===== config.mk =====
export PLATFORM = sky130hd
export DESIGN_NAME = earliest_free_server_dispatch
export DESIGN_NICKNAME = d
export VERILOG_FILES = /design/src/hdl/efsd_pkg.sv /design/src/hdl/efsd_cell.sv /design/src/hdl/earliest_free_server_dispatch.sv
export VERILOG_INCLUDE_DIRS = /design/src /design/src/hdl
export SDC_FILE = /design/constraint.sdc
export NUM_CORES = 2
export LEC_CHECK = 0
export ABC_AREA = 1
export BUFFER_PORTS_ARGS = -buffer_cell sky130_fd_sc_hd__buf_2
export CAP_MARGIN = 30
export CORE_ASPECT_RATIO = 0.6
export CORE_UTILIZATION = 60
export CTS_BUF_LIST = sky130_fd_sc_hd__clkbuf_16
export DETAILED_ROUTE_END_ITERATION = 10
export PLACE_DENSITY = 0.86
export RECOVER_POWER = 50
export SYNTH_ARGS = -nofsm -noshare
export SYNTH_HDL_FRONTEND = slang
export SYNTH_SLANG_ARGS = --single-unit

===== constraint.sdc =====
create_clock -name clk -period 10.1 [get_ports clk]
set_input_delay 0.505 -clock clk [delete_from_list [all_inputs] [get_ports clk]]
set_output_delay 0.505 -clock clk [all_outputs]
set_load 0.1 [all_outputs]

===== src/hdl/earliest_free_server_dispatch_defines.svh =====
// ----------------------------------------------------------------------------
// Assertion macros for the earliest-free-server dispatch block
// Each macro expects signals named clk and arst_n in the module that uses it.
// ----------------------------------------------------------------------------
`ifndef EARLIEST_FREE_SERVER_DISPATCH_DEFINES_SVH
`define EARLIEST_FREE_SERVER_DISPATCH_DEFINES_SVH

`ifndef SYNTHESIS
// overlapping implication: cons must hold in the same cycle as ante
`define EFSD_ASSERT_SAME(label, ante, cons, msg) \
	label: assert property (@(posedge clk) disable iff (!arst_n) (ante) |-> (cons)) \
		else $error(msg);
// non-overlapping implication: cons must hold in the cycle after ante
`define EFSD_ASSERT_NEXT(label, ante, cons, msg) \
	label: assert property (@(posedge clk) disable iff (!arst_n) (ante) |=> (cons)) \
		else $error(msg);
`else
`define EFSD_ASSERT_SAME(label, ante, cons, msg)
`define EFSD_ASSERT_NEXT(label, ante, cons, msg)
`endif

`endif


===== src/hdl/efsd_pkg.sv =====
// ----------------------------------------------------------------------------
// efsd_pkg
// Shared constants, types and codes of the earliest-free-server dispatch.
// ----------------------------------------------------------------------------
`default_nettype none

package efsd_pkg;

	localparam int MAX_WINDOWS = 16;
	localparam int IDX_W = (MAX_WINDOWS > 1) ? $clog2(MAX_WINDOWS) : 1;
	localparam int CNT_W = $clog2(MAX_WINDOWS + 1);

	localparam int TIME_W = 17;
	localparam int MIN_W = 10;
	localparam int WIN_CFG_W = 5;
	localparam int VAL_W = 32;
	localparam int CFG_IDX_W = 2;
	localparam int SEC_PER_MIN = 60;

	// register indexes of the configuration port
	localparam logic [CFG_IDX_W-1:0] CFG_OPEN_TIME = 2'd0;
	localparam logic [CFG_IDX_W-1:0] CFG_CLOSE_TIME = 2'd1;
	localparam logic [CFG_IDX_W-1:0] CFG_MAX_SERVICE = 2'd2;
	localparam logic [CFG_IDX_W-1:0] CFG_WINDOWS = 2'd3;

	typedef enum logic [1:0] {
		ST_IDLE,
		ST_SCAN,
		ST_CALC,
		ST_OUT
	} state_t;

	// running minimum handed from cell to cell
	typedef struct packed {
		logic             valid;
		logic [VAL_W-1:0] val;
		logic [IDX_W-1:0] idx;
	} cand_t;

	// free-at update broadcast to all cells
	typedef struct packed {
		logic             en;
		logic [IDX_W-1:0] idx;
		logic [VAL_W-1:0] val;
	} wr_t;

endpackage

`default_nettype wire


===== src/hdl/efsd_cell.sv =====
// ----------------------------------------------------------------------------
// efsd_cell
// One service window: holds its free-at time and refines the running minimum.
// ----------------------------------------------------------------------------
`default_nettype none

module efsd_cell
	import efsd_pkg::*;
(
	input  wire logic             clk,
	input  wire logic             arst_n,
	input  wire logic [IDX_W-1:0] my_idx,
	input  wire logic [CNT_W-1:0] active_cnt,
	input  wire wr_t              wr,
	input  wire cand_t            cand_in,
	output cand_t                 cand_out
);

	logic [VAL_W-1:0] free_q;
	logic             active;
	logic             take_own;
	cand_t            cand_q;

	assign active = (32'(my_idx) < 32'(active_cnt));
	// strict compare keeps the lower index on ties
	assign take_own = !cand_in.valid || (active && (free_q < cand_in.val));

	always_ff @(posedge clk or negedge arst_n) begin
		if (!arst_n) begin
			free_q <= '0;
		end else if (wr.en && (wr.idx == my_idx)) begin
			free_q <= wr.val;
		end
	end

	always_ff @(posedge clk or negedge arst_n) begin
		if (!arst_n) begin
			cand_q <= '0;
		end else begin
			cand_q.valid <= 1'b1;
			if (take_own) begin
				cand_q.val <= free_q;
				cand_q.idx <= my_idx;
			end else begin
				cand_q.val <= cand_in.val;
				cand_q.idx <= cand_in.idx;
			end
		end
	end

	assign cand_out = cand_q;

endmodule

`default_nettype wire


===== src/hdl/earliest_free_server_dispatch.sv =====
// ----------------------------------------------------------------------------
// earliest_free_server_dispatch
// Served request: result valid after the scan through every cell (16 cells) and ST_CALC.
// Rejected request (arrival after close): result valid in the cycle after accept.
// Flow: one request in flight at a time, held while the minimum ripples
// through the cell chain, one cell per cycle, and until the result is taken.
// Reset: free-at times, totals, state and configuration at once; request and result registers are not reset.
// ----------------------------------------------------------------------------
`default_nettype none

`include "earliest_free_server_dispatch_defines.svh"

module earliest_free_server_dispatch
	import efsd_pkg::*;
(
	input  wire logic                 clk,
	input  wire logic                 arst_n,
	// request channel
	input  wire logic                 in_valid,
	output logic                      in_stall,
	input  wire logic [TIME_W-1:0]    arrival_time,
	input  wire logic [MIN_W-1:0]     service_minutes,
	// result channel
	output logic                      out_valid,
	input  wire logic                 out_stall,
	output logic                      accepted,
	output logic [VAL_W-1:0]          wait_seconds,
	output logic [3:0]                window_index,
	output logic [VAL_W-1:0]          finish_time,
	output logic [VAL_W-1:0]          total_wait,
	output logic [VAL_W-1:0]          served_count,
	// configuration write port
	input  wire logic                 cfg_we,
	input  wire logic [CFG_IDX_W-1:0] cfg_index,
	input  wire logic [TIME_W-1:0]    cfg_data
);

	// ---------------- configuration registers ----------------
	logic [TIME_W-1:0]    open_q;
	logic [TIME_W-1:0]    close_q;
	logic [MIN_W-1:0]     max_min_q;
	logic [WIN_CFG_W-1:0] windows_q;

	always_ff @(posedge clk or negedge arst_n) begin
		if (!arst_n) begin
			open_q <= TIME_W'(28800);
			close_q <= TIME_W'(61200);
			max_min_q <= MIN_W'(60);
			windows_q <= WIN_CFG_W'(16);
		end else if (cfg_we) begin
			case (cfg_index)
				CFG_OPEN_TIME:   open_q <= cfg_data;
				CFG_CLOSE_TIME:  close_q <= cfg_data;
				CFG_MAX_SERVICE: max_min_q <= cfg_data[MIN_W-1:0];
				CFG_WINDOWS:     windows_q <= cfg_data[WIN_CFG_W-1:0];
				default: ;
			endcase
		end
	end

	// clamp the window count: zero acts as one, anything above the bank acts as the bank
	logic [CNT_W-1:0] active_cnt;
	always_comb begin
		if (windows_q == '0) begin
			active_cnt = CNT_W'(1);
		end else if (32'(windows_q) > MAX_WINDOWS) begin
			active_cnt = CNT_W'(MAX_WINDOWS);
		end else begin
			active_cnt = CNT_W'(windows_q);
		end
	end

	// ---------------- control ----------------
	state_t           state_q, state_d;
	logic [IDX_W-1:0] scan_q;
	logic             in_fire;
	logic             out_fire;
	logic             reject;
	logic             scan_done;

	assign in_fire = in_valid && !in_stall;
	assign out_fire = out_valid && !out_stall;
	assign reject = (arrival_time > close_q);
	assign scan_done = (scan_q == IDX_W'(MAX_WINDOWS - 1));

	always_ff @(posedge clk or negedge arst_n) begin
		if (!arst_n) begin
			state_q <= ST_IDLE;
		end else begin
			state_q <= state_d;
		end
	end

	// next state and handshake outputs; one request in flight at a time
	always_comb begin
		state_d = state_q;
		in_stall = 1'b1;
		out_valid = 1'b0;
		case (state_q)
			ST_IDLE: begin
				in_stall = 1'b0;
				if (in_valid) begin
					// a rejected request skips the scan: the totals are already final
					state_d = reject ? ST_OUT : ST_SCAN;
				end
			end
			ST_SCAN: begin
				if (scan_done) begin
					state_d = ST_CALC;
				end
			end
			ST_CALC: begin
				state_d = ST_OUT;
			end
			ST_OUT: begin
				out_valid = 1'b1;
				if (!out_stall) begin
					state_d = ST_IDLE;
				end
			end
			default: begin
				state_d = ST_IDLE;
			end
		endcase
	end

	// count the cycles the minimum needs to ripple through every cell
	always_ff @(posedge clk or negedge arst_n) begin
		if (!arst_n) begin
			scan_q <= '0;
		end else if (state_q == ST_SCAN) begin
			scan_q <= scan_done ? '0 : scan_q + 1'b1;
		end else begin
			scan_q <= '0;
		end
	end

	// ---------------- cell chain ----------------
	// The chain runs freely: a minimum entering cell 0 passes the register of every
	// cell before it leaves the last one. The free-at times only change in ST_CALC,
	// so the candidate at the tail is settled by the time the scan finishes.
	cand_t cand [MAX_WINDOWS+1];
	wr_t   wr;

	assign cand[0] = '0;

	for (genvar g = 0; g < MAX_WINDOWS; g++) begin : g_cell
		efsd_cell u_cell (
			.clk        (clk),
			.arst_n     (arst_n),
			.my_idx     (IDX_W'(g)),
			.active_cnt (active_cnt),
			.wr         (wr),
			.cand_in    (cand[g]),
			.cand_out   (cand[g+1])
		);
	end

	// ---------------- dispatch arithmetic ----------------
	logic [TIME_W-1:0] arr_q;
	logic [MIN_W-1:0]  min_q;
	logic [MIN_W-1:0]  svc_min;
	logic [15:0]       svc_sec;
	logic [TIME_W-1:0] start_open;
	logic [VAL_W-1:0]  best_val;
	logic [VAL_W-1:0]  start;
	logic [VAL_W-1:0]  wait_v;
	logic [VAL_W:0]    fin_sum;
	logic [VAL_W-1:0]  finish_v;
	logic [VAL_W:0]    tot_sum;
	logic [VAL_W-1:0]  tot_v;
	logic [VAL_W-1:0]  cnt_v;
	logic [VAL_W-1:0]  win_wide;

	// hold the request while it is scanned
	always_ff @(posedge clk) begin
		if (in_fire) begin
			arr_q <= arrival_time;
			min_q <= service_minutes;
		end
	end

	assign best_val = cand[MAX_WINDOWS].val;
	assign svc_min = (min_q > max_min_q) ? max_min_q : min_q;
	assign svc_sec = {6'b0, svc_min} * 16'(SEC_PER_MIN);
	assign start_open = (open_q > arr_q) ? open_q : arr_q;
	assign start = (best_val > VAL_W'(start_open)) ? best_val : VAL_W'(start_open);
	assign wait_v = start - VAL_W'(arr_q);
	assign fin_sum = {1'b0, start} + (VAL_W+1)'(svc_sec);
	assign finish_v = fin_sum[VAL_W] ? '1 : fin_sum[VAL_W-1:0];

	// saturating totals
	logic [VAL_W-1:0] wait_sum_q;
	logic [VAL_W-1:0] served_q;

	assign tot_sum = {1'b0, wait_sum_q} + {1'b0, wait_v};
	assign tot_v = tot_sum[VAL_W] ? '1 : tot_sum[VAL_W-1:0];
	assign cnt_v = (served_q == '1) ? served_q : served_q + 1'b1;
	assign win_wide = VAL_W'(cand[MAX_WINDOWS].idx);

	// drop the saturated finish into the chosen window as its new free-at time
	assign wr.en = (state_q == ST_CALC);
	assign wr.idx = cand[MAX_WINDOWS].idx;
	assign wr.val = finish_v;

	always_ff @(posedge clk or negedge arst_n) begin
		if (!arst_n) begin
			wait_sum_q <= '0;
			served_q <= '0;
		end else if (state_q == ST_CALC) begin
			wait_sum_q <= tot_v;
			served_q <= cnt_v;
		end
	end

	// ---------------- result register ----------------
	logic             acc_q;
	logic [VAL_W-1:0] wait_q;
	logic [3:0]       win_q;
	logic [VAL_W-1:0] fin_q;
	logic [VAL_W-1:0] tot_q;
	logic [VAL_W-1:0] cnt_q;

	always_ff @(posedge clk) begin
		if (in_fire && reject) begin
			acc_q <= 1'b0;
			wait_q <= '0;
			win_q <= '0;
			fin_q <= '0;
			tot_q <= wait_sum_q;
			cnt_q <= served_q;
		end else if (state_q == ST_CALC) begin
			acc_q <= 1'b1;
			wait_q <= wait_v;
			win_q <= win_wide[3:0];
			fin_q <= finish_v;
			tot_q <= tot_v;
			cnt_q <= cnt_v;
		end
	end

	assign accepted = acc_q;
	assign wait_seconds = wait_q;
	assign window_index = win_q;
	assign finish_time = fin_q;
	assign total_wait = tot_q;
	assign served_count = cnt_q;

	// ---------------- checks ----------------
	`EFSD_ASSERT_SAME(a_one_in_flight, out_valid, in_stall, "request taken while result pending")
	`EFSD_ASSERT_SAME(a_reject_zero, out_valid && !accepted, (wait_seconds == '0) && (window_index == '0) && (finish_time == '0), "rejected result not zeroed")
	`EFSD_ASSERT_NEXT(a_calc_to_out, state_q == ST_CALC, out_valid && accepted, "calc not followed by served result")
	`EFSD_ASSERT_NEXT(a_count_hold, out_fire, served_q == $past(served_q), "served count moved outside calc")

endmodule

`default_nettype wire


==> reports/qor.yml <==
grt_max_degree: 173
grt_util_met3: 0.0904
h-tree-depth: 3
ys.flop_type: "dfrtp_1"
critPathCaptureType: "flip-flop"
num-nets-final: 8718
yosysTopAreaCellShare: 0.430
final_max_slew_viol_count: 616
drc_errors: 3
post-dp-hpwl_um: 141000
cts_buffers: 116
gr-usage-met2: 0.470
fin_crit_ps: 9060
crit_fanout: 33
synth.area.top_cells: "dfrtp_1 43%, nand2_1 12%, ha_1 11%"
via_count: 57400
violations: "DRC, capacitance limit, slew limit"
cp-start-kind: "flip-flop"
syn-cell-area_um2: 68400
setup_viol: 0
io_pins: 186
antenna_found_initial: 3
diodes: 0
yosys_warnings: 0
syn_inst: 7933
grt_use_met1: 0.536
initialDrtViolationCount: 7534
holdPathStages: 3
track_usage: 0.346
rsz0062_at_grt: "false"
grt_pass1_wl_um: 311000
grt-busiest-layer: "met1"
slowest_delay_ps: 690
wl_per_cell_um: 20.7
ys_seq_area_frac: 0.497
drtAntennaViolNets: 0
required_ps: 10560
layout-drive-gt1-share: 0.0524
cts_root_buf: "clkbuf_16"
via_per_inst: 5.95
period_share: 0.897
max_cap_violations: 8
cts_tree: "yes"
area_growth_pct: 9.47
synth_cell_type_count: 60
worst_pin_slew_ps: 8480
synth_top_cell_by_area: "dfrtp_1"
port_buffers: 185
grt-ovfl-total: 0
ys_ff_latch: 1353
die_h_um: 264
syn_area_per_cell_um2: 8.63
post-cts-setup-buffers: 0
finalWeightedCongestion: 0.969
clk_latency_ps: 770
fmax_ghz: 0.110
reg2regPathDepth: 43
core_um2: 112000
synth_edf_count: 91
status: "finished with violations"
die_w_um: 438
slowest_stage: "a21boi_0"
slew_headroom: -4.65
crit_type: "reg -> reg"
hold_class: "in -> reg"
clk_pin_slew_ps: 80
syn-num-nets: 8617
fp-row-count: 95
worst_ep_arrival_time_ps: 9520
drt-total-wl_um: 200000
hold_viol_final: 0
die_area_um2: 115000
async_flop_share: 0.882
cts.path.max_buffers: 3
initial_core_util: 0.609
cpMostUsedCell: "nand2_1"
clock_skew_ps: 49.4
grt_pass1_vias: 54900
firstDrtPassIters: 11
clock_sinks: 1353
tns_ps: 0
[logic make-up after synthesis]
logic type      share of synthesized area
buf+inv                            0.0715
other cells                     0.0000548
simple gates                        0.180
fa+ha+maj                           0.118
flops                               0.497
compound gates                      0.124
xor+xnor                           0.0101
[cells in the final DEF, fill, tap and decap left out, types with 69 or more instances in the layout]
| cell | Yosys | layout |
|---|---|---|
| inv_1 | 929 | 949 |
| a31oi_1 | 206 | 206 |
| dfxtp_1 | 69 | 69 |
| dfrtp_1 | 1176 | 1175 |
| o21ai_0 | 768 | 768 |
| nand2_1 | 2206 | 2196 |
| nor2_1 | 441 | 433 |
| nand3_1 | 179 | 176 |
| clkbuf_16 | 0 | 120 |
| ha_1 | 613 | 613 |
| clkbuf_1 | 226 | 160 |
| a21oi_1 | 380 | 380 |
| edfxtp_1 | 91 | 91 |
[path summary, 6_finish.rpt]
path / startpoint / endpoint / slack, ps
worst max register to register: arr_q[16] / total_wait[5] / 1040
max in group asynchronous: arst_n / g_cell[2].u_cell.cand_out[31] / 1450
worst min-delay path: cfg_data[15] / close_q[15] / 40
min in group asynchronous: arst_n / served_q[21] / 3520
worst min register to register: g_cell[0].u_cell.free_q[18] / g_cell[0].u_cell.cand_out[22] / 380
worst max-delay path: arr_q[16] / total_wait[5] / 1040
[flip-flops by register name, indices dropped and copies added, names as in the netlist, 32 cells and up]
signal / cells
served_count: 32
wait_seconds: 32
total_wait: 32
wait_sum_q: 32
g_cell.u_cell.free_q: 512
served_q: 32
g_cell.u_cell.cand_out: 562
finish_time: 32
[stage by stage]
step | utilization | instances | setup WS [ps] | area, µm² | hold WS, ps
CTS | 0.668 | 9635 | 1320 | 75200 | 8.10
floorplan | - | 7933 | 2890 | 68400 | 209
finish | 0.666 | 9640 | 1040 | 74900 | 43.7
global placement | 0.629 | 9372 | 1370 | 70700 | 355
global route | 0.666 | 9640 | 117 | 74900 | 45.2
detailed placement | 0.631 | 9382 | 1370 | 70900 | 361
[routing by layer]
metal	up-vias	share of wire
met4	2	0.032
met2	3147	0.40
li1	26100	-
met5	-	0.000030
met3	416	0.13
met1	27700	0.44
[cells in the mapped netlist, drive strengths merged (69+ instances only)]
master	count
ha	613
nor2	445
a31oi	206
dfrtp	1176
dfxtp	69
o21ai	776
edfxtp	91
buf	93
nand3	192
a21oi	382
clkbuf	226
nand2	2215
inv	946
[worst max-delay path, delay by kind of cell, from the launching register on]
| family | cells | cell delay (ps) |
|---|---|---|
| and+or+nand+nor | 19 | 2490 |
| adders and majority gates | 4 | 1350 |
| DFF | 1 | 320 |
| AOI/OAI and AO/OA | 13 | 3280 |
| xor gates and xnor gates | 1 | 220 |
| buffers and inverters | 6 | 1080 |
[cell type report]
class                      instances  area, µm²
timing repair buffer             302       1820
inverter                         955       3580
clock buffer                     120       3000
sequential                      1353      34000
fill                            8643      37500
clock inverter                   101        906
multi-input combinational       5306      29700
tap                             1503       1880
[repair_timing]
item,in CTS,in global routing
hold buffers,32,0
resized for setup,0,0
endpoints found under the hold margin,150,0
Power is left out: the tool's default activity adds up to more than one toggle a clock period on the data nets, which glitch-free logic cannot reach.
